--- src/rtl/message_interval_jitter_monitor_core_assert.svh ---
// Assertion macros for the message interval jitter monitor.
// Used by the top level; expects signals clk and rst_n in scope.
`ifndef MESSAGE_INTERVAL_JITTER_MONITOR_CORE_ASSERT_SVH
`define MESSAGE_INTERVAL_JITTER_MONITOR_CORE_ASSERT_SVH

// Condition in this cycle implies consequence in the same cycle.
`define MIJM_ASSERT_IMP(label, ante, cons) \
    label: assert property (@(posedge clk) disable iff (!rst_n) (ante) |-> (cons)) \
        else $error("same-cycle check failed");

// Condition in this cycle implies consequence in the next cycle.
`define MIJM_ASSERT_NXT(label, ante, cons) \
    label: assert property (@(posedge clk) disable iff (!rst_n) (ante) |=> (cons)) \
        else $error("next-cycle check failed");

`endif

--- src/rtl/mijm_pkg.sv ---
// Shared types and constants for the message interval jitter monitor.
// No dependencies; imported by the controller, the datapath and the top level.
package mijm_pkg;

    localparam int COUNT_BITS = 20;
    localparam int TIME_BITS  = 32;

    localparam logic [COUNT_BITS-1:0] COUNT_MAX = {COUNT_BITS{1'b1}};
    localparam logic [63:0] Q40_MAX = 64'h0000_00FF_FFFF_FFFF;
    localparam logic [63:0] Q24_MAX = 64'h0000_0000_00FF_FFFF;

    // Jitter thresholds in Q.8 percent.
    localparam logic [23:0] JIT_5PCT  = 24'd1280;
    localparam logic [23:0] JIT_10PCT = 24'd2560;
    localparam logic [23:0] JIT_20PCT = 24'd5120;
    localparam logic [23:0] JIT_50PCT = 24'd12800;

    // 100 squared, the percent scale applied under the square root.
    localparam logic [31:0] PCT_SQ_SCALE = 32'd10000;

    localparam logic [1:0] REG_TERMINAL = 2'd0;
    localparam logic [1:0] REG_SUBADDR  = 2'd1;
    localparam logic [1:0] REG_WIN_LO   = 2'd2;
    localparam logic [1:0] REG_WIN_HI   = 2'd3;

    localparam logic [1:0] STATUS_VALID  = 2'd0;
    localparam logic [1:0] STATUS_EMPTY  = 2'd1;
    localparam logic [1:0] STATUS_SINGLE = 2'd2;

    localparam logic [2:0] CLASS_BELOW_5  = 3'd0;
    localparam logic [2:0] CLASS_BELOW_10 = 3'd1;
    localparam logic [2:0] CLASS_BELOW_20 = 3'd2;
    localparam logic [2:0] CLASS_BELOW_50 = 3'd3;
    localparam logic [2:0] CLASS_ABOVE    = 3'd4;

    typedef enum logic [4:0] {
        OP_NONE,
        OP_REC,
        OP_SQ_GAP,
        OP_ACC_SQ,
        OP_NQ_LO,
        OP_NQ_HI,
        OP_SS,
        OP_VSUB,
        OP_SQRT_DEV,
        OP_DIV_DEV,
        OP_DIV_MEAN,
        OP_MV0,
        OP_MV1,
        OP_MV2,
        OP_MV3,
        OP_SQRT_JIT,
        OP_DIV_JIT,
        OP_LOAD
    } dp_op_t;

    typedef struct packed {
        dp_op_t op;
    } dp_cmd_t;

    typedef struct packed {
        logic fewer_than_two;
        logic sum_zero;
        logic sqrt_done;
        logic div_done;
        logic out_free;
    } dp_stat_t;

endpackage

--- src/rtl/mijm_ctrl.sv ---
// Controller state machine sequencing record updates and the report.
// Uses mijm_pkg; drives the datapath through dp_cmd_t.
module mijm_ctrl (
    input  logic                clk,
    input  logic                rst_n,
    input  logic                in_valid,
    input  logic                command,
    output logic                in_stall,
    output mijm_pkg::dp_cmd_t   cmd,
    input  mijm_pkg::dp_stat_t  stat
);
    import mijm_pkg::*;

    typedef enum logic [21:0] {
        ST_IDLE     = 22'h000001,
        ST_REC_SQ   = 22'h000002,
        ST_REC_ACC  = 22'h000004,
        ST_NQ_LO    = 22'h000008,
        ST_NQ_HI    = 22'h000010,
        ST_SS       = 22'h000020,
        ST_VSUB     = 22'h000040,
        ST_SQD_GO   = 22'h000080,
        ST_SQD_WAIT = 22'h000100,
        ST_DVD_GO   = 22'h000200,
        ST_DVD_WAIT = 22'h000400,
        ST_DVM_GO   = 22'h000800,
        ST_DVM_WAIT = 22'h001000,
        ST_MV0      = 22'h002000,
        ST_MV1      = 22'h004000,
        ST_MV2      = 22'h008000,
        ST_MV3      = 22'h010000,
        ST_SQJ_GO   = 22'h020000,
        ST_SQJ_WAIT = 22'h040000,
        ST_DVJ_GO   = 22'h080000,
        ST_DVJ_WAIT = 22'h100000,
        ST_FINISH   = 22'h200000
    } ctrl_state_t;

    ctrl_state_t state_reg;
    ctrl_state_t state_next;
    logic        accept;

    assign in_stall = (state_reg != ST_IDLE);
    assign accept   = in_valid && !in_stall;

    always_comb
    begin
        state_next = state_reg;
        cmd.op     = OP_NONE;
        case (state_reg)
            ST_IDLE:
            begin
                if (accept)
                begin
                    if (command)
                    begin
                        state_next = stat.fewer_than_two ? ST_FINISH : ST_NQ_LO;
                    end
                    else
                    begin
                        cmd.op     = OP_REC;
                        state_next = ST_REC_SQ;
                    end
                end
            end
            ST_REC_SQ:
            begin
                cmd.op     = OP_SQ_GAP;
                state_next = ST_REC_ACC;
            end
            ST_REC_ACC:
            begin
                cmd.op     = OP_ACC_SQ;
                state_next = ST_IDLE;
            end
            ST_NQ_LO:
            begin
                cmd.op     = OP_NQ_LO;
                state_next = ST_NQ_HI;
            end
            ST_NQ_HI:
            begin
                cmd.op     = OP_NQ_HI;
                state_next = ST_SS;
            end
            ST_SS:
            begin
                cmd.op     = OP_SS;
                state_next = ST_VSUB;
            end
            ST_VSUB:
            begin
                cmd.op     = OP_VSUB;
                state_next = ST_SQD_GO;
            end
            ST_SQD_GO:
            begin
                cmd.op     = OP_SQRT_DEV;
                state_next = ST_SQD_WAIT;
            end
            ST_SQD_WAIT:
            begin
                if (stat.sqrt_done)
                begin
                    state_next = ST_DVD_GO;
                end
            end
            ST_DVD_GO:
            begin
                cmd.op     = OP_DIV_DEV;
                state_next = ST_DVD_WAIT;
            end
            ST_DVD_WAIT:
            begin
                if (stat.div_done)
                begin
                    state_next = ST_DVM_GO;
                end
            end
            ST_DVM_GO:
            begin
                cmd.op     = OP_DIV_MEAN;
                state_next = ST_DVM_WAIT;
            end
            ST_DVM_WAIT:
            begin
                if (stat.div_done)
                begin
                    state_next = ST_MV0;
                end
            end
            ST_MV0:
            begin
                cmd.op     = OP_MV0;
                state_next = ST_MV1;
            end
            ST_MV1:
            begin
                cmd.op     = OP_MV1;
                state_next = ST_MV2;
            end
            ST_MV2:
            begin
                cmd.op     = OP_MV2;
                state_next = ST_MV3;
            end
            ST_MV3:
            begin
                cmd.op     = OP_MV3;
                state_next = ST_SQJ_GO;
            end
            ST_SQJ_GO:
            begin
                cmd.op     = OP_SQRT_JIT;
                state_next = ST_SQJ_WAIT;
            end
            ST_SQJ_WAIT:
            begin
                if (stat.sqrt_done)
                begin
                    state_next = stat.sum_zero ? ST_FINISH : ST_DVJ_GO;
                end
            end
            ST_DVJ_GO:
            begin
                cmd.op     = OP_DIV_JIT;
                state_next = ST_DVJ_WAIT;
            end
            ST_DVJ_WAIT:
            begin
                if (stat.div_done)
                begin
                    state_next = ST_FINISH;
                end
            end
            ST_FINISH:
            begin
                if (stat.out_free)
                begin
                    cmd.op     = OP_LOAD;
                    state_next = ST_IDLE;
                end
            end
            default:
            begin
                state_next = ST_IDLE;
            end
        endcase
    end

    always_ff @(posedge clk or negedge rst_n)
    begin
        if (!rst_n)
        begin
            state_reg <= ST_IDLE;
        end
        else
        begin
            state_reg <= state_next;
        end
    end
endmodule

--- config.mk ---
export PLATFORM = sky130hd
export DESIGN_NAME = mijm_ctrl
export DESIGN_NICKNAME = d
export VERILOG_FILES = /design/src/rtl/message_interval_jitter_monitor_core_assert.svh /design/src/rtl/mijm_pkg.sv /design/src/rtl/mijm_ctrl.sv
export SDC_FILE = /design/constraint.sdc
export NUM_CORES = 1
export LEC_CHECK = 0
export ABC_AREA = 1
export BUFFER_PORTS_ARGS = -buffer_cell sky130_fd_sc_hd__buf_2
export CORE_MARGIN = 5
export CORE_UTILIZATION = 55
export CTS_BUF_LIST = sky130_fd_sc_hd__clkbuf_2 sky130_fd_sc_hd__clkbuf_4 sky130_fd_sc_hd__clkbuf_8
export CTS_CLUSTER_DIAMETER = 80
export CTS_CLUSTER_SIZE = 14
export DETAILED_ROUTE_END_ITERATION = 7
export PLACE_DENSITY = 0.75
export SLEW_MARGIN = 10
export SYNTH_ARGS = -nofsm -noshare
export SYNTH_HDL_FRONTEND = slang
export SYNTH_SLANG_ARGS = --single-unit
--- constraint.sdc ---
create_clock -name clk -period 3.4 [get_ports clk]
set_input_delay 0 -clock clk [delete_from_list [all_inputs] [get_ports clk]]
set_output_delay 0 -clock clk [all_outputs]
set_load 0.01 [all_outputs]
======== Word level (Yosys, flattened, before mapping) ========
Cells that the tools add are included.
cells by class
  add/subtract/negate cells ............... 0
  $mul .................................... 0
  divide/modulo/power cells ............... 0
  magnitude comparators ................... 0
  equal/unequal tests ..................... 30
  shifts and indexed selects .............. 0
  multiplexer cells ....................... 15
  bitwise gates (word level) .............. 0
  reductions and logical operators ........ 3
operator list
  operator              number
  $pmux 22 s21          1
  $mux 22               10
  $pmux 5 s17           1
  $eq 22x1->1 const B   1
  $eq 22x10->1 const B  1
  $eq 22x11->1 const B  1
  $eq 22x12->1 const B  1
  $eq 22x13->1 const B  1
  $eq 22x14->1 const B  1
  $eq 22x15->1 const B  1
  $eq 22x16->1 const B  1
  $eq 22x17->1 const B  1
  $eq 22x18->1 const B  1
  $eq 22x19->1 const B  1
  $eq 22x2->1 const B   1
  $eq 22x20->1 const B  1
  $eq 22x21->1 const B  1
  $eq 22x22->1 const B  1
  $eq 22x3->1 const B   1
  $eq 22x4->1 const B   1
  $eq 22x5->1 const B   1
  $eq 22x6->1 const B   1
  $eq 22x7->1 const B   1
  $eq 22x8->1 const B   1
  other kinds (8)       15
storage, ports and cells
  flip-flop bits (word level) ............. 22
  bits in latches ......................... 0
  RAM bits ................................ 0
  memory bits (read-only) ................. 0
  input bits .............................. 9
  output and inout bits ................... 6
  logic and storage cells ................. 49
  memories ................................ 0

======== Longest topological paths before layout ========
Gate-level depths: netlist (run 1).
  word-level depth ........................ 5
  depth in mapped cells ................... 12
  depth with buffers taken out ............ 12

======== Least setup slack after synthesis (run 1) ========
Ideal clock, no wire load.
  path type ............................... reg2reg
  start point ............................. register state_reg[0]
  end point ............................... register state_reg[10]
  library setup time ...................... 0.122 ns
  arrival time ............................ 1.340 ns
  required time ........................... 3.278 ns
  slack ................................... 1.938 ns
  stages on the path, launching flop included .. 12
  buffers on the path ..................... 0
  clock period less this slack ............ 1.462 ns
  cells stage by stage .................... dfstp_2 nor2_2 nand2_2 inv_1 nand2_1 nor2_4 nand2_2 nand2_2 nand2_2 nand2_2 nor2_4 o21ai_2
between the ends
  longest elaborated chain between the ends .. 5
  elaborated cells between the ends (all ways) .. 33
  classes of those cells .................. eq/ne: 29; mux: 1; reduce/logical: 3
RTL lines
  item                               RTL line          text
  start: declaration                 mijm_ctrl.sv:39   ctrl_state_t state_reg;
  start signal: assignment           mijm_ctrl.sv:199  state_reg <= state_next;
  $ne 22x1->1                        mijm_ctrl.sv:43   assign in_stall = (state_reg != ST_IDLE);
  $logic_not 1->1                    mijm_ctrl.sv:44   assign accept = in_valid && !in_stall;
  $logic_and 1x1->1                  mijm_ctrl.sv:44
  $ne 2x2->1 (no source line)        -
  $reduce_and 7->1 (no source line)  -
Several ways; a longest one is shown, not always the timed one.
A chain may end at the register's enable or synchronous reset.

======== Worst setup path after layout (run 1) ========
  start point ............................. register state_reg[17]
  end point ............................... register state_reg[3]
The elaborated chain is that of the path after synthesis.

==> results.json, run 1 <==
{
  "start_util": 0.568,
  "post-route-drc-count": 0,
  "critPathLaunchType": "register",
  "skew_ps": 1.66,
  "fin_util": 0.646,
  "seqPwrFrac": 0.349,
  "power_leakage_nw": 1.01,
  "fin_nets": 245,
  "mostFrequentLayoutCells": "nor2_1 (42), inv_1 (30), nand2_1 (28), nand3_1 (23), dfrtp_1 (21)",
  "syn_nets": 219,
  "drtAntennaViolNets": 0,
  "numCtsBuffers": 3,
  "hold_end": "state_reg[9]$_DFFE_PN0P_",
  "ir_worst_vdd_mv": 0.463,
  "worstSetupEndpointType": "register",
  "yosysUniqueCellTypes": 23,
  "cts_max_level": 1,
  "routed_wl_um": 3310,
  "die_w_um": 63.1,
  "insertion_delay_ps": 330,
  "antenna_found_initial": 0,
  "tritoncts": "yes",
  "rr_worst_depth": 10,
  "synth-seq-area-share": 0.355,
  "async_flop_share": 1.00,
  "internal-power_uw": 483,
  "synthesis.area_um2": 1550,
  "worstReg2RegStart": "state_reg[17]$_DFFE_PN0P_",
  "portBuffers": 14,
  "combPwrFrac": 0.472,
  "final-seq-area_um2": 552,
  "num_vias": 1374,
  "min_path_cells": 5,
  "wl_per_cell_um": 12.4,
  "final_hold_viol_count": 0,
  "pin_count": 15,
  "cts.path.max_buffers": 2,
  "crit_required_ps": 3680,
  "syn_avg_cell_area_um2": 7.39,
  "hold_class": "input pin to register",
  "drive_gt1_frac": 0.294,
  "status": "finished, final reports clean",
  "dp_hpwl_um": 2590,
  "ys_seq_elements": 22,
  "finalNonFillerCells": 266,
  "slew_headroom": 0.670,
  "drt_first_pass_iters": 4,
  "worst_pin_slew_ps": 495,
  "diodes": 0,
  "finalCritPeriodShare": 0.657,
  "largest_reg_flops": 22,
  "r2r_end": "state_reg[3]$_DFFE_PN0P_",
  "row_count": 19,
  "cts.clk_slew.worst_paths_ps": 130,
  "cts_sinks": 22,
  "grt-ovfl-total": 0,
  "synth_edf_count": 0,
  "dieHeight_um": 63.1,
  "fin_tns_setup_ps": 0,
  "reg2reg_setup_slack_ps": 1170,
  "grt_usage": 0.182,
  "min_period_ps": 2230,
  "clkPwrFrac": 0.179,
  "layout_commonest_cell": "nor2_1",
  "drv_slew": 0,
  "hold_start": "stat[2]",
  "root_buffer": "clkbuf_4",
  "via_per_inst": 5.17,
  "fmax_mhz": 448,
  "grt_start_max_net_pins": 23,
  "timing.hold.ws_ps": 106,
  "power_density_nw_per_um2": 488,
  "critPathKind": "register to register",
  "yosysWarnings": 0,
  "grt_pass1_wl_um": 5810,
  "syn_inst": 210,
  "maxCapViolCount": 0,
  "synth_flop_cell": "dfrtp_1",
  "gp_congestion": 0.864,
  "multi_input_area_um2": 855,
  "drt_iter0_drc": 102,
  "area_growth_pct": 13.8,
  "coreArea_um2": 2730,
  "crit_arrival_ps": 2510,
  "fp.dieArea_um2": 3990,
  "cts_resized": 0,
  "grt_pass1_vias": 1309,
  "rsz0062_at_grt": "false",
  "n_fill_cell": 248,
  "dpl.cell_count": 254,
  "power.switching_uw": 379,
  "swShare": 0.439,
  "cp_max_fo": 11,
  "finalSetupViolCount": 0
}
[how the worst max path moves through the flow]
stage | start | to | slack (ps) | depth (start not counted)
detailed placement | state_reg[20]$_DFFE_PN0P_ | state_reg[0]$_DFFE_PN1P_ | 1720 | 12
global placement | state_reg[20]$_DFFE_PN0P_ | state_reg[3]$_DFFE_PN0P_ | 1700 | 9
global route | state_reg[17]$_DFFE_PN0P_ | state_reg[3]$_DFFE_PN0P_ | 970 | 10
floorplan | state_reg[0]$_DFFE_PN1P_ | state_reg[10]$_DFFE_PN0P_ | 1940 | 11
CTS | state_reg[20]$_DFFE_PN0P_ | state_reg[3]$_DFFE_PN0P_ | 1190 | 10
finish | state_reg[17]$_DFFE_PN0P_ | state_reg[3]$_DFFE_PN0P_ | 1170 | 10
[per-layer routing]
layer,GRT usage,vias up,share of wire
met3,0.0231,7,0.044
li1,-,707,-
met4,0.0743,0,0.021
met1,0.235,629,0.43
met5,0,-,0
met2,0.306,31,0.50
[power by group through the flow]
stage / clock (mW) / sequential [mW] / combinational, mW
after global routing: 0.167 / 0.305 / 0.455
after detailed placement: 0 / 0.306 / 0.393
after floorplan: 0 / 0.304 / 0.316
after global placement: 0 / 0.306 / 0.393
after CTS: 0.155 / 0.301 / 0.405
final: 0.154 / 0.301 / 0.407
[kinds of logic (layout without fill, tap and decap cells)]
group                  Yosys count  count (layout)  share of synthesized area
AOI/OAI and AO/OA                9               9                     0.0387
DFF                             22              22                      0.355
and+or+nand+nor                142             142                      0.512
buffers and inverters           37              62                     0.0943
[synthesized netlist by cell type (2+ instances only)]
master	instances	area share
a21oi_1	4	0.013
dfrtp_1	21	0.34
inv_1	30	0.073
inv_2	6	0.015
nand2_1	28	0.068
nand2_2	12	0.048
nand2_4	3	0.022
nand3_1	23	0.074
nand3_2	5	0.032
nand4_1	5	0.020
nor2_1	42	0.10
nor2_2	7	0.028
nor2_4	8	0.058
nor3_1	3	0.0097
nor3_2	2	0.013
o21ai_2	4	0.023
[per-stage QoR]
step	total power, mW	instance area (µm²)	worst slack [ps]
detailed placement	0.699	1650	1720
global route	0.927	1770	966
global placement	0.698	1650	1700
floorplan	0.620	1550	1940
CTS	0.862	1770	1190
finish	0.862	1770	1170
[worst max-delay path: stages (launching register included)]
cell	delay, ps
dfrtp_1	420
nor2_2	170
nand2_2	110
nor2_4	290
nand2_2	90
inv_2	90
nand2_2	90
nor2_2	120
inv_1	50
nor3_1	170
dlygate4sd3_1	570
[repair_timing]
action,4_1_cts,5_1_grt
setup buffers,0,0
hold buffers,8,0
endpoints found under the hold margin,27,0
[final cells by class]
cell class,count,share of cell area
multi-input combinational,151,0.484
inverter,36,0.0765
tap,31,0.0220
clock buffer,4,0.0205
timing repair buffer,22,0.0850
sequential,22,0.312
No activity file was read; power rests on OpenSTA's default activity.
==> run 2, diff against run 1 <==
--- a/config.mk
+++ b/config.mk
@@ -13,7 +13,7 @@
 export CTS_CLUSTER_DIAMETER = 80
 export CTS_CLUSTER_SIZE = 14
 export DETAILED_ROUTE_END_ITERATION = 7
-export PLACE_DENSITY = 0.75
+export PLACE_DENSITY = 0.78
 export SLEW_MARGIN = 10
 export SYNTH_ARGS = -nofsm -noshare
 export SYNTH_HDL_FRONTEND = slang
==> constraint.sdc (replaced) <==
create_clock -name clk -period 1.95 [get_ports clk]
set_input_delay 0 -clock clk [delete_from_list [all_inputs] [get_ports clk]]
set_output_delay 0 -clock clk [all_outputs]
set_load 0.01 [all_outputs]
==> run 2 against run 1 <==
Compared with the run above: critical endpoint is now cmd[0]; highest routed layer unchanged; sequential cell count unchanged; count of clock-buffer cells in the layout unchanged; via count increased by 5.7%.
==> results.json, run 2 (synthesis results as in run 1) <==
{
  "status": "finished, final reports clean",
  "multi_input_area_um2": 913,
  "wl_per_cell_um": 12.8,
  "crit_arrival_ps": 1870,
  "largest_reg_flops": 22,
  "worst_pin_slew_ps": 491,
  "hold_start": "stat[1]",
  "coreArea_um2": 2730,
  "drt_first_pass_iters": 4,
  "critPathKind": "register to primary output",
  "skew_ps": 2.99,
  "min_period_ps": 1870,
  "dp_hpwl_um": 2590,
  "mostFrequentLayoutCells": "nor2_1 (40), inv_1 (29), nand2_1 (27), nand3_1 (21), dfrtp_1 (20)",
  "fp.dieArea_um2": 3990,
  "rr_worst_depth": 12,
  "final_hold_viol_count": 0,
  "cts.path.max_buffers": 2,
  "dpl.cell_count": 254,
  "grt_usage": 0.176,
  "finalCritPeriodShare": 0.961,
  "portBuffers": 14,
  "ir_worst_vdd_mv": 1.01,
  "tritoncts": "yes",
  "placed_area_um2": 1650,
  "drt_iter0_drc": 110,
  "final_cell_area_um2": 1950,
  "grt_pass1_wl_um": 5800,
  "routed_wl_um": 3630,
  "reg2reg_setup_slack_ps": 100,
  "finalNonFillerCells": 283,
  "cts.clk_slew.worst_paths_ps": 120,
  "layout_commonest_cell": "nor2_1",
  "via_per_inst": 5.13,
  "grt-ovfl-total": 0,
  "row_count": 19,
  "finalSetupViolCount": 0,
  "final-seq-area_um2": 553,
  "fin_util": 0.712,
  "fin_nets": 261,
  "drive_gt1_frac": 0.378,
  "num_vias": 1452,
  "post-route-drc-count": 0,
  "n_fill_cell": 208,
  "r2r_end": "state_reg[0]$_DFFE_PN1P_",
  "worstSetupEndpointType": "primary output",
  "crit_end": "cmd[0]",
  "root_buffer": "clkbuf_4",
  "power_density_nw_per_um2": 903,
  "critPathLaunchType": "register",
  "antenna_found_initial": 0,
  "dieHeight_um": 63.1,
  "gp_congestion": 0.837,
  "power_leakage_nw": 1.09,
  "fmax_mhz": 534,
  "area_growth_pct": 25.4,
  "start_util": 0.568,
  "pin_count": 15,
  "hold_class": "input pin to register",
  "maxCapViolCount": 0,
  "fin_tns_setup_ps": 0,
  "drv_slew": 0,
  "drtAntennaViolNets": 0,
  "die_w_um": 63.1,
  "grt_start_max_net_pins": 23,
  "cts_max_level": 1,
  "insertion_delay_ps": 310,
  "grt_pass1_vias": 1285,
  "worstReg2RegStart": "state_reg[0]$_DFFE_PN1P_",
  "rsz0062_at_grt": "true",
  "cts_sinks": 22,
  "crit_start": "state_reg[8]$_DFFE_PN0P_",
  "numCtsBuffers": 3,
  "crit_required_ps": 1950,
  "cp_max_fo": 5,
  "slew_headroom": 0.673
}
-- run 2: worst min-delay path by stage --
stage | end | slack (ps) | depth (start not counted)
floorplan | state_reg[10]$_DFFE_PN0P_ | -300 | 0
CTS | state_reg[3]$_DFFE_PN0P_ | 120 | 5
detailed placement | state_reg[3]$_DFFE_PN0P_ | -10 | 1
finish | state_reg[3]$_DFFE_PN0P_ | 130 | 5
global placement | state_reg[3]$_DFFE_PN0P_ | -10 | 1
global route | state_reg[11]$_DFFE_PN0P_ | 140 | 5
-- run 2: report_power, final --
part           switching (mW)  internal (mW)
clock                   0.136          0.114
combinational           0.583          0.396
sequential             0.0305          0.499
-- run 2: per-layer routing --
metal	global-route usage	vias to the layer above	part of all wire
met5	0	-	0
met4	0.0477	0	0.0069
met3	0.0249	4	0.041
met2	0.295	36	0.52
met1	0.238	671	0.43
li1	-	741	-
-- run 2: cell type report --
class,instances,share of cell area
multi-input cells,151,0.469
well taps,31,0.0199
diodes,1,0.00129
flip-flops and latches,22,0.284
clock buffers,4,0.0186
repair buffers,38,0.136
inverters,36,0.0707
-- run 2: worst max-delay path, cell delays in order (launching register included) --
cell      delay [ps]
dfrtp_1          430
nor2_4           190
nand2_4          100
buf_4            150
inv_2             60
nand3_1          110
nor2_2           160
nand3b_1         130
nor2_1            50
nand4_1           70
buf_2            130
-- run 2: per-stage QoR --
step	total power, mW	hold slack, ps	setup slack [ps]
CTS	1.56	120	22.8
floorplan	1.08	-296	488
global route	1.89	138	-38.8
global placement	1.23	-12.6	245
detailed placement	1.23	-11.3	256
finish	1.76	129	75.8
-- run 2: timing repair --
action                                  in CTS  in global routing
endpoints found under the setup margin       1                  4
buffers inserted                             5                 13
endpoints found under the hold margin       27                  0
gates resized for setup                      1                 15
hold buffers                                 6                  0
pin swaps                                    2                 12
